--- config.mk ---
export PLATFORM = sky130hd
export DESIGN_NAME = crc_checked_record_validator_unit_flat
export DESIGN_NICKNAME = d
export VERILOG_FILES = /design/src/crcv_pkg.sv /design/src/crcv_if.sv /design/src/crcv_input_reg.sv /design/src/crcv_record_check.sv /design/src/crcv_result_reg.sv /design/src/crc_checked_record_validator_unit.sv /design/src/flat_wrapper.sv
export SDC_FILE = /design/constraint.sdc
export NUM_CORES = 1
export LEC_CHECK = 0
export BUFFER_PORTS_ARGS = -buffer_cell sky130_fd_sc_hd__buf_2
export CELL_PAD_IN_SITES_DETAIL_PLACEMENT = 1
export CELL_PAD_IN_SITES_GLOBAL_PLACEMENT = 2
export CORE_ASPECT_RATIO = 2
export CORE_UTILIZATION = 43
export CTS_BUF_LIST = sky130_fd_sc_hd__clkbuf_4 sky130_fd_sc_hd__clkbuf_8 sky130_fd_sc_hd__clkbuf_16
export DETAILED_ROUTE_END_ITERATION = 16
export PLACE_DENSITY = 0.86
export SKIP_LAST_GASP = 1
export SLEW_MARGIN = 30
export SYNTH_ARGS = -nofsm -noshare
export SYNTH_HDL_FRONTEND = slang
export SYNTH_SLANG_ARGS = --single-unit
--- constraint.sdc ---
create_clock -name clk -period 12.3 [get_ports clk]
set_input_delay 0.615 -clock clk [delete_from_list [all_inputs] [get_ports clk]]
set_output_delay 0.615 -clock clk [all_outputs]
set_load 0.03 [all_outputs]
--- src/crcv_pkg.sv ---
// Package for the CRC-checked record validator: record layout constants,
// register and cause codes, the verdict struct and the CRC-32 word update.
// No dependencies.
`timescale 1ns / 1ps

package crcv_pkg;

  localparam int unsigned WORD_W = 32;
  localparam int unsigned VERSION_W = 16;
  localparam int unsigned INDEX_W = 4;

  localparam logic [WORD_W-1:0] CRC_POLY = 32'hEDB88320;
  localparam logic [WORD_W-1:0] CRC_INIT = 32'hFFFFFFFF;
  localparam logic [WORD_W-1:0] MARKER_RESET = 32'h53504C41;
  localparam logic [VERSION_W-1:0] VERSION_RESET = 16'd1;

  // Word positions inside the record
  localparam logic [INDEX_W-1:0] IDX_MARKER = 4'd0;
  localparam logic [INDEX_W-1:0] IDX_VERSION = 4'd1;
  localparam logic [INDEX_W-1:0] IDX_CRC = 4'd2;
  localparam logic [INDEX_W-1:0] IDX_LAT = 4'd3;
  localparam logic [INDEX_W-1:0] IDX_LON = 4'd4;
  localparam logic [INDEX_W-1:0] IDX_TIME = 4'd8;
  localparam logic [INDEX_W-1:0] INDEX_MAX = 4'd15;

  typedef enum logic [0:0] {
    CFG_MARKER  = 1'b0,
    CFG_VERSION = 1'b1
  } cfg_reg_e;

  typedef enum logic [2:0] {
    CAUSE_OK       = 3'd0,
    CAUSE_LENGTH   = 3'd1,
    CAUSE_HEADER   = 3'd2,
    CAUSE_CRC      = 3'd3,
    CAUSE_POSITION = 3'd4
  } fail_cause_e;

  typedef struct packed {
    logic        record_valid;
    fail_cause_e fail_cause;
    logic        time_known;
  } verdict_t;

  // Reflected CRC-32 over four bytes, least significant byte first.
  // Folding the whole word in at once equals the byte-by-byte update.
  function automatic logic [WORD_W-1:0] crc32_word(input logic [WORD_W-1:0] crc,
                                                   input logic [WORD_W-1:0] w);
    logic [WORD_W-1:0] c;
    c = crc ^ w;
    for (int b = 0; b < WORD_W; b++) begin
      c = (c >> 1) ^ (c[0] ? CRC_POLY : '0);
    end
    return c;
  endfunction

endpackage

--- src/crcv_if.sv ---
// Handshake interfaces for the record word stream and the verdict stream.
// Depends on nothing but the widths written here.
`timescale 1ns / 1ps

interface crcv_word_if;
  logic        valid;
  logic        ready;
  logic [31:0] record_word;
  logic        last_word;

  modport source(output valid, output record_word, output last_word, input ready);
  modport sink(input valid, input record_word, input last_word, output ready);
endinterface

interface crcv_result_if;
  logic       valid;
  logic       ready;
  logic       record_valid;
  logic [2:0] fail_cause;
  logic       time_known;

  modport source(output valid, output record_valid, output fail_cause,
                 output time_known, input ready);
  modport sink(input valid, input record_valid, input fail_cause,
               input time_known, output ready);
endinterface

--- src/crcv_input_reg.sv ---
// Input register for record words: holds one accepted word until the
// checker advances. Depends on crcv_pkg and crcv_word_if.
`timescale 1ns / 1ps

module crcv_input_reg
  import crcv_pkg::*;
(
  input  logic              clk,
  input  logic              rst,
  crcv_word_if.sink         words,
  input  logic              advance,
  output logic              held_valid,
  output logic [WORD_W-1:0] held_word,
  output logic              held_last
);

  // Take a new word whenever the register is empty or drains this cycle
  assign words.ready = !held_valid || advance;

  always_ff @(posedge clk) begin
    if (rst) begin
      held_valid <= 1'b0;
    end else if (words.valid && words.ready) begin
      held_valid <= 1'b1;
    end else if (advance) begin
      held_valid <= 1'b0;
    end
  end

  always_ff @(posedge clk) begin
    if (words.valid && words.ready) begin
      held_word <= words.record_word;
      held_last <= words.last_word;
    end
  end

endmodule

--- src/crcv_record_check.sv ---
// Record state and checks: header compare, CRC-32 accumulation, position
// and time flags, and the verdict on the last word. Depends on crcv_pkg.
`timescale 1ns / 1ps

module crcv_record_check
  import crcv_pkg::*;
#(
  parameter int unsigned RECORD_WORDS = 11
) (
  input  logic                 clk,
  input  logic                 rst,
  input  logic                 step,
  input  logic [WORD_W-1:0]    word,
  input  logic                 last,
  input  logic [WORD_W-1:0]    expected_marker,
  input  logic [VERSION_W-1:0] expected_version,
  output verdict_t             verdict
);

  localparam logic [INDEX_W-1:0] LAST_INDEX = INDEX_W'(RECORD_WORDS - 1);
  localparam logic [INDEX_W-1:0] WORDS_LIMIT = INDEX_W'(RECORD_WORDS);

  logic [INDEX_W-1:0] word_index;
  logic [WORD_W-1:0]  running_crc;
  logic [WORD_W-1:0]  held_crc;
  logic               header_good;
  logic               lat_is_zero;
  logic               lon_is_zero;
  logic               time_flag;

  logic [INDEX_W-1:0] word_index_next;
  logic [WORD_W-1:0]  running_crc_next;
  logic [WORD_W-1:0]  held_crc_next;
  logic               header_good_next;
  logic               lat_is_zero_next;
  logic               lon_is_zero_next;
  logic               time_flag_next;
  logic [WORD_W-1:0]  crc_update;
  fail_cause_e        cause;

  assign crc_update = crc32_word(running_crc, word);

  always_comb begin
    running_crc_next = running_crc;
    held_crc_next    = held_crc;
    header_good_next = header_good;
    lat_is_zero_next = lat_is_zero;
    lon_is_zero_next = lon_is_zero;
    time_flag_next   = time_flag;
    if (word_index < WORDS_LIMIT) begin
      case (word_index)
        IDX_MARKER: begin
          if (word != expected_marker) header_good_next = 1'b0;
        end
        IDX_VERSION: begin
          if (word[VERSION_W-1:0] != expected_version) header_good_next = 1'b0;
        end
        IDX_CRC: begin
          held_crc_next = word;
        end
        default: begin
          running_crc_next = crc_update;
          if (word_index == IDX_LAT) lat_is_zero_next = (word == '0);
          if (word_index == IDX_LON) lon_is_zero_next = (word == '0);
          if (word_index == IDX_TIME) time_flag_next = (word[15:8] != 8'd0);
        end
      endcase
    end
    word_index_next = (word_index == INDEX_MAX) ? word_index : word_index + 1'b1;

    // First failing check in priority order wins
    if (word_index != LAST_INDEX) begin
      cause = CAUSE_LENGTH;
    end else if (!header_good_next) begin
      cause = CAUSE_HEADER;
    end else if (~running_crc_next != held_crc_next) begin
      cause = CAUSE_CRC;
    end else if (lat_is_zero_next && lon_is_zero_next) begin
      cause = CAUSE_POSITION;
    end else begin
      cause = CAUSE_OK;
    end
    verdict.record_valid = (cause == CAUSE_OK);
    verdict.fail_cause   = cause;
    verdict.time_known   = (cause == CAUSE_OK) && time_flag_next;
  end

  always_ff @(posedge clk) begin
    if (rst || (step && last)) begin
      word_index  <= '0;
      running_crc <= CRC_INIT;
      held_crc    <= '0;
      header_good <= 1'b1;
      lat_is_zero <= 1'b0;
      lon_is_zero <= 1'b0;
      time_flag   <= 1'b0;
    end else if (step) begin
      word_index  <= word_index_next;
      running_crc <= running_crc_next;
      held_crc    <= held_crc_next;
      header_good <= header_good_next;
      lat_is_zero <= lat_is_zero_next;
      lon_is_zero <= lon_is_zero_next;
      time_flag   <= time_flag_next;
    end
  end

  a_clear_after_last: assert property (@(posedge clk) disable iff (rst)
    step && last |=> word_index == '0 && running_crc == CRC_INIT && header_good)
    else $error("record state not cleared after last word");

  a_index_holds: assert property (@(posedge clk) disable iff (rst)
    !step |=> $stable(word_index))
    else $error("word index moved without a step");

  a_index_counts: assert property (@(posedge clk) disable iff (rst)
    step && !last && word_index != INDEX_MAX |=> word_index == $past(word_index) + 1'b1)
    else $error("word index did not advance");

endmodule

--- src/crcv_result_reg.sv ---
// Output register for verdicts: holds one verdict until the sink takes it.
// Depends on crcv_pkg and crcv_result_if.
`timescale 1ns / 1ps

module crcv_result_reg
  import crcv_pkg::*;
(
  input  logic           clk,
  input  logic           rst,
  input  logic           load,
  input  verdict_t       verdict,
  output logic           free,
  crcv_result_if.source  results
);

  verdict_t held;

  assign free = !results.valid || results.ready;

  always_ff @(posedge clk) begin
    if (rst) begin
      results.valid <= 1'b0;
    end else if (load) begin
      results.valid <= 1'b1;
    end else if (results.ready) begin
      results.valid <= 1'b0;
    end
  end

  always_ff @(posedge clk) begin
    if (load) held <= verdict;
  end

  assign results.record_valid = held.record_valid;
  assign results.fail_cause   = held.fail_cause;
  assign results.time_known   = held.time_known;

endmodule

--- src/crc_checked_record_validator_unit.sv ---
// Top level of the CRC-checked record validator: configuration registers,
// input register, record checker and verdict register.
// Depends on crcv_pkg, crcv_if, crcv_input_reg, crcv_record_check, crcv_result_reg.
//
//   Port      Kind          Payload                                   Moves on
//   words     sink          record_word[31:0], last_word              valid && ready
//   results   source        record_valid, fail_cause[2:0], time_known valid && ready
//   cfg_*     write port    cfg_index[0], cfg_wdata[31:0]             cfg_wr_en
//
// One record word per cycle sustained unless a closing word waits on a stalled
// results port; words are checked from the input register, verdicts registered.
// Throughput is set by the four-byte CRC-32 update, done combinationally.
// Reset (rst, synchronous) clears the record state, empties both registers
// and loads the default marker and version.
// A stalled results port holds a word that carries the last flag in the input
// register, and the input stalls behind it; words without the flag keep
// flowing into the checker.
`timescale 1ns / 1ps

module crc_checked_record_validator_unit
  import crcv_pkg::*;
#(
  parameter int unsigned RECORD_WORDS = 11
) (
  input  logic              clk,
  input  logic              rst,
  crcv_word_if.sink         words,
  crcv_result_if.source     results,
  input  logic              cfg_wr_en,
  input  logic [0:0]        cfg_index,
  input  logic [WORD_W-1:0] cfg_wdata
);

  logic [WORD_W-1:0]    expected_marker;
  logic [VERSION_W-1:0] expected_version;

  logic              held_valid;
  logic [WORD_W-1:0] held_word;
  logic              held_last;
  logic              advance;
  logic              load;
  logic              free;
  verdict_t          verdict;

  // Configuration registers; the user must write them only while the block is idle, which it does not enforce
  always_ff @(posedge clk) begin
    if (rst) begin
      expected_marker  <= MARKER_RESET;
      expected_version <= VERSION_RESET;
    end else if (cfg_wr_en) begin
      case (cfg_reg_e'(cfg_index))
        CFG_MARKER:  expected_marker  <= cfg_wdata;
        CFG_VERSION: expected_version <= cfg_wdata[VERSION_W-1:0];
        default: ;
      endcase
    end
  end

  // Advance the held word unless it closes a record and the verdict slot is busy
  assign advance = held_valid && (!held_last || free);
  assign load    = advance && held_last;

  crcv_input_reg u_input_reg (
    .clk        (clk),
    .rst        (rst),
    .words      (words),
    .advance    (advance),
    .held_valid (held_valid),
    .held_word  (held_word),
    .held_last  (held_last)
  );

  crcv_record_check #(
    .RECORD_WORDS (RECORD_WORDS)
  ) u_record_check (
    .clk              (clk),
    .rst              (rst),
    .step             (advance),
    .word             (held_word),
    .last             (held_last),
    .expected_marker  (expected_marker),
    .expected_version (expected_version),
    .verdict          (verdict)
  );

  crcv_result_reg u_result_reg (
    .clk     (clk),
    .rst     (rst),
    .load    (load),
    .verdict (verdict),
    .free    (free),
    .results (results)
  );

  a_no_overwrite: assert property (@(posedge clk) disable iff (rst)
    load |-> !results.valid || results.ready)
    else $error("verdict register overwritten while pending");

  a_result_from_last: assert property (@(posedge clk) disable iff (rst)
    $rose(results.valid) |-> $past(load))
    else $error("verdict raised without a closing word");

  a_stall_means_full: assert property (@(posedge clk) disable iff (rst)
    !words.ready |-> held_valid && held_last && results.valid)
    else $error("input stalled with no pending verdict");

endmodule
--- src/flat_wrapper.sv ---
// flat-port wrapper written by rule: the top's interface ports become plain ports
module crc_checked_record_validator_unit_flat import crcv_pkg::*;
#(
  parameter int unsigned RECORD_WORDS = 11
)
  (clk, rst, cfg_wr_en, cfg_index, cfg_wdata, words_valid, words_record_word, words_last_word, words_ready, results_valid, results_record_valid, results_fail_cause, results_time_known, results_ready);
  crcv_word_if words_i ();
  crcv_result_if results_i ();
  input  logic clk;
  input  logic rst;
  input  logic cfg_wr_en;
  input  logic [0:0] cfg_index;
  input  logic [WORD_W-1:0] cfg_wdata;
  input wire logic [$bits(words_i.valid)-1:0] words_valid;
  input wire logic [$bits(words_i.record_word)-1:0] words_record_word;
  input wire logic [$bits(words_i.last_word)-1:0] words_last_word;
  output wire logic [$bits(words_i.ready)-1:0] words_ready;
  output wire logic [$bits(results_i.valid)-1:0] results_valid;
  output wire logic [$bits(results_i.record_valid)-1:0] results_record_valid;
  output wire logic [$bits(results_i.fail_cause)-1:0] results_fail_cause;
  output wire logic [$bits(results_i.time_known)-1:0] results_time_known;
  input wire logic [$bits(results_i.ready)-1:0] results_ready;
  assign words_i.valid = words_valid;
  assign words_i.record_word = words_record_word;
  assign words_i.last_word = words_last_word;
  assign words_ready = words_i.ready;
  assign results_valid = results_i.valid;
  assign results_record_valid = results_i.record_valid;
  assign results_fail_cause = results_i.fail_cause;
  assign results_time_known = results_i.time_known;
  assign results_i.ready = results_ready;
  crc_checked_record_validator_unit #(.RECORD_WORDS(RECORD_WORDS)) u_core (.clk(clk), .rst(rst), .words(words_i), .results(results_i), .cfg_wr_en(cfg_wr_en), .cfg_index(cfg_index), .cfg_wdata(cfg_wdata));
endmodule
==> results.txt <==
----------------------------------------------------
[Timing]
  Fin Clk Skew ... 0.01036 ns
  Worst max-slew margin expressed relative to the limit ... 0.3526
  Final setup violation count ... 0
  Max Slew Vio Count ... 0
  Aggregate negative setup slack ... 0 ns
  Fmax ... 0.1674 GHz
  Transition time at the pin with the least slew margin ... 0.9711 ns
  Final cycle utilization of the critical path ... 0.4856
  Number of failing hold endpoints at the final stage ... 0
  Unrepaired setup endpoints after global routing ... false
  Time the final worst path needs with I/O delays and setup ... 5.973 ns

[Global route]
  Number of antenna violations at the first check in global routing ... 0
  GRT Total Usage ... 0.3101
  First-pass GRT wire length ... 57910 µm
  Vias in the first global route ... 9150
  Pin count of the biggest net entering global routing ... 62
  Total gr overflow ... 0

[Critical path]
  Ordered list of cells on the worst path ... xnor2_4 > xnor2_1 > xnor3_1 > xor2_2 > xor2_2 > xnor3_1 > xnor2_1 > a2111oi_0 > and4_1 > nand4_1 > a2111o_1 > a21o_1
  Stage delay of the slowest cell on the critical path ... 0.61 ns
  Worst reg-to-reg setup slack ... 6.33 ns
  Worst-path maximum fanout ... 8
  Kind of critical path ... register to register
  Critical path endpoint category ... register
  Worst path required time ... 12.50 ns
  Arrival @ worst endpoint ... 6.17 ns
  Slowest-stage cell, CP ... xnor3_1
  Startpoint class of the critical path ... register

[Synth]
  Synth warnings ... 0
  Cell count after synthesis ... 1121
  Cell types with the largest area share after synthesis ... dfxtp_1 (22%), xnor2_1 (17%), xnor3_1 (12%)
  Largest area contributor in the netlist ... dfxtp_1
  Number of storage elements in the synthesis netlist ... 160
  Portion of the post-synthesis area used by sequential elements ... 0.3167
  Count leader, synth ... xnor2_1
  Total standard cell area after synthesis ... 11320 µm²
  Compound-Gate Fraction of Synth Area ... 0.08005
  Synth Area in Simple Gates ... 0.1263
  Main synth FF type ... dfxtp_1
  Leading cell types by count after synthesis ... xnor2_1 (214), nand2_1 (193), dfxtp_1 (122), xor2_1 (81), a21oi_1 (68)
  EDFF count, synth ... 38
  Share of the synthesized netlist area taken by xor and xnor gates ... 0.4160
  Fraction of the mapped netlist area in adder cells ... 0.004423
  Fraction of synthesis flops using an asynchronous set or reset pin ... 0
  Fraction of synthesized area in multiplexers ... 0.03195
  Nets in the synthesized netlist ... 1196
  Main combinational cell family by area after synthesis ... XOR/XNOR gates
  Synth top area share ... 0.2158
  Syn avg cell area ... 10.09 µm²
  Synth unique cells ... 60

[Finish]
  Number of antenna diodes ... 0
  Signed area change from the synthesized netlist to the final layout ... 10.96%
  Utilization after layout ... 0.4875
  Net total in the final layout ... 1240
  Share of final-layout standard cells stronger than drive strength 1 ... 0.1307

[Clocking]
  Root buffer cell ... clkbuf_16
  Post_cts resized ... 0
  TritonCTS buffer count ... 17
  TritonCTS clock tree ... built
  Num Clock Sinks ... 160
  Buffers from clock root to sink, at most ... 2
  Reg clk slew, reported paths ... 0.06 ns
  Source-to-sink clock delay at the later pin of the worst-skew pair ... 0.45 ns
  Post-CTS Setup Inserts ... 0
  Number of hold-repair buffers added at the cts stage ... 0
  H-tree lvl count ... 4

[Routing]
  Final WL ... 39440 µm
  First DRT Iteration DRCs ... 365
  Total number of vias ... 8370
  Detailed-routed wire length on met2 ... 21510 µm
  Total length of routed met3 wires ... 952 µm
  1st-pass router iterations ... 7
  Wirelength per Cell ... 25.98 µm
  Highest layer used for signal routing ... met4
  DRC violation count after routing ... 0
  Detail Route Antenna Nets ... 0
  Vias per inst ... 5.514
  M1 wire length ... 12650 µm

[Run]
  Count of max-cap constraint violations ... 0

[Floorplanning]
  Number of placed I/O pins ... 78
  Core Footprint ... 25750 µm²
  Floorplan die height ... 231.4 µm
  Starting utilization of the core area ... 0.4394
  Die area ... 27010 µm²
  # rows ... 83
  Width of the chip ... 116.7 µm

[Status]
  Status ... finished, final reports clean

[Place]
  Routability cong. ... 1.005
  Detailed Place HPWL ... 32080 µm
  Count of port buffers added during placement ... 77

[Min path]
  Worst min path class ... primary input to register

----------------------------------------------------
==> metrics by stage <==
stage,cells,hold WS (ns),setup WS (ns),cell area (µm²)
floorplan,1121,0.4294,7.467,11320
global placement,1485,0.4412,6.304,11980
detailed placement,1485,0.4477,6.287,11980
CTS,1517,0.3327,6.273,12530
global route,1518,0.3343,6.181,12560
finish,1518,0.3453,6.327,12560
==> cell type report <==
| cell class | count | area [µm²] |
|---|---|---|
| fillers | 2974 | 13200 |
| inverters | 6 | 22.52 |
| well taps | 340 | 425.4 |
| flip-flops and latches | 160 | 3583 |
| repair buffers | 89 | 495.5 |
| clock buffers | 18 | 432.9 |
| multi-input cells | 891 | 7482 |
| clock inverters | 14 | 113.9 |
==> path summary, 6_finish.rpt <==
kind         cells after the start                          startpoint                                   endpoint
max                             12     u_core.u_input_reg.held_word[2]  u_core.u_result_reg.results.fail_cause[0]
min                              1                     words_last_word               u_core.u_input_reg.held_last
max reg2reg                     12     u_core.u_input_reg.held_word[2]  u_core.u_result_reg.results.fail_cause[0]
min reg2reg                      2  u_core.u_record_check.held_crc[30]         u_core.u_record_check.held_crc[30]
==> routing by layer <==
metal  vias up  global-route usage
met5         -                   0
met4         0              0.2864
met3       141             0.03452
met2       237              0.5784
met1      4090              0.2802
li1       3902                   -
==> logic make-up (layout without fill, tap and decap cells) <==
group | Yosys count | after routing
DFF | 160 | 160
AOI/OAI and AO/OA | 144 | 144
xor gates and xnor gates | 390 | 390
and+or+nand+nor | 317 | 317
muxes | 36 | 36
adders and majority gates | 4 | 4
buffers and inverters | 70 | 127
==> sequential cells by signal, summed over array words and instances (netlist names) <==
name and count:
u_core.expected_marker 32, u_core.expected_version 16, u_core.u_input_reg.held_last 1, u_core.u_input_reg.held_valid 1
u_core.u_input_reg.held_word 32, u_core.u_record_check.header_good 1, u_core.u_record_check.held_crc 32, u_core.u_record_check.lat_is_zero 1
u_core.u_record_check.lon_is_zero 1, u_core.u_record_check.running_crc 32, u_core.u_record_check.time_flag 1, u_core.u_record_check.word_index 4
u_core.u_result_reg.results.fail_cause 3, u_core.u_result_reg.results.record_valid 1, u_core.u_result_reg.results.time_known 1, u_core.u_result_reg.results.valid 1
==> layout by cell type, fill, tap and decap left out, drive strengths merged, types with 20 or more instances in the layout <==
| master | Yosys | final |
|---|---|---|
| dfxtp | 122 | 122 |
| edfxtp | 38 | 38 |
| buf | 11 | 89 |
| xor2 | 88 | 88 |
| nand2 | 193 | 193 |
| o211ai | 29 | 29 |
| nor4 | 20 | 20 |
| a21oi | 68 | 68 |
| mux2i | 35 | 35 |
| nor2 | 27 | 27 |
| xnor3 | 67 | 67 |
| xnor2 | 226 | 226 |
==> critical path, delay by kind of cell, from the launching register on <==
kind	cells	cell delay (ns)
flops	1	0.56
compound gates	3	1.30
simple gates	2	0.55
xor+xnor	7	3.29
Power is not shown: default switching activity piles up to over one toggle a cycle in this logic, so the estimate is an artifact.
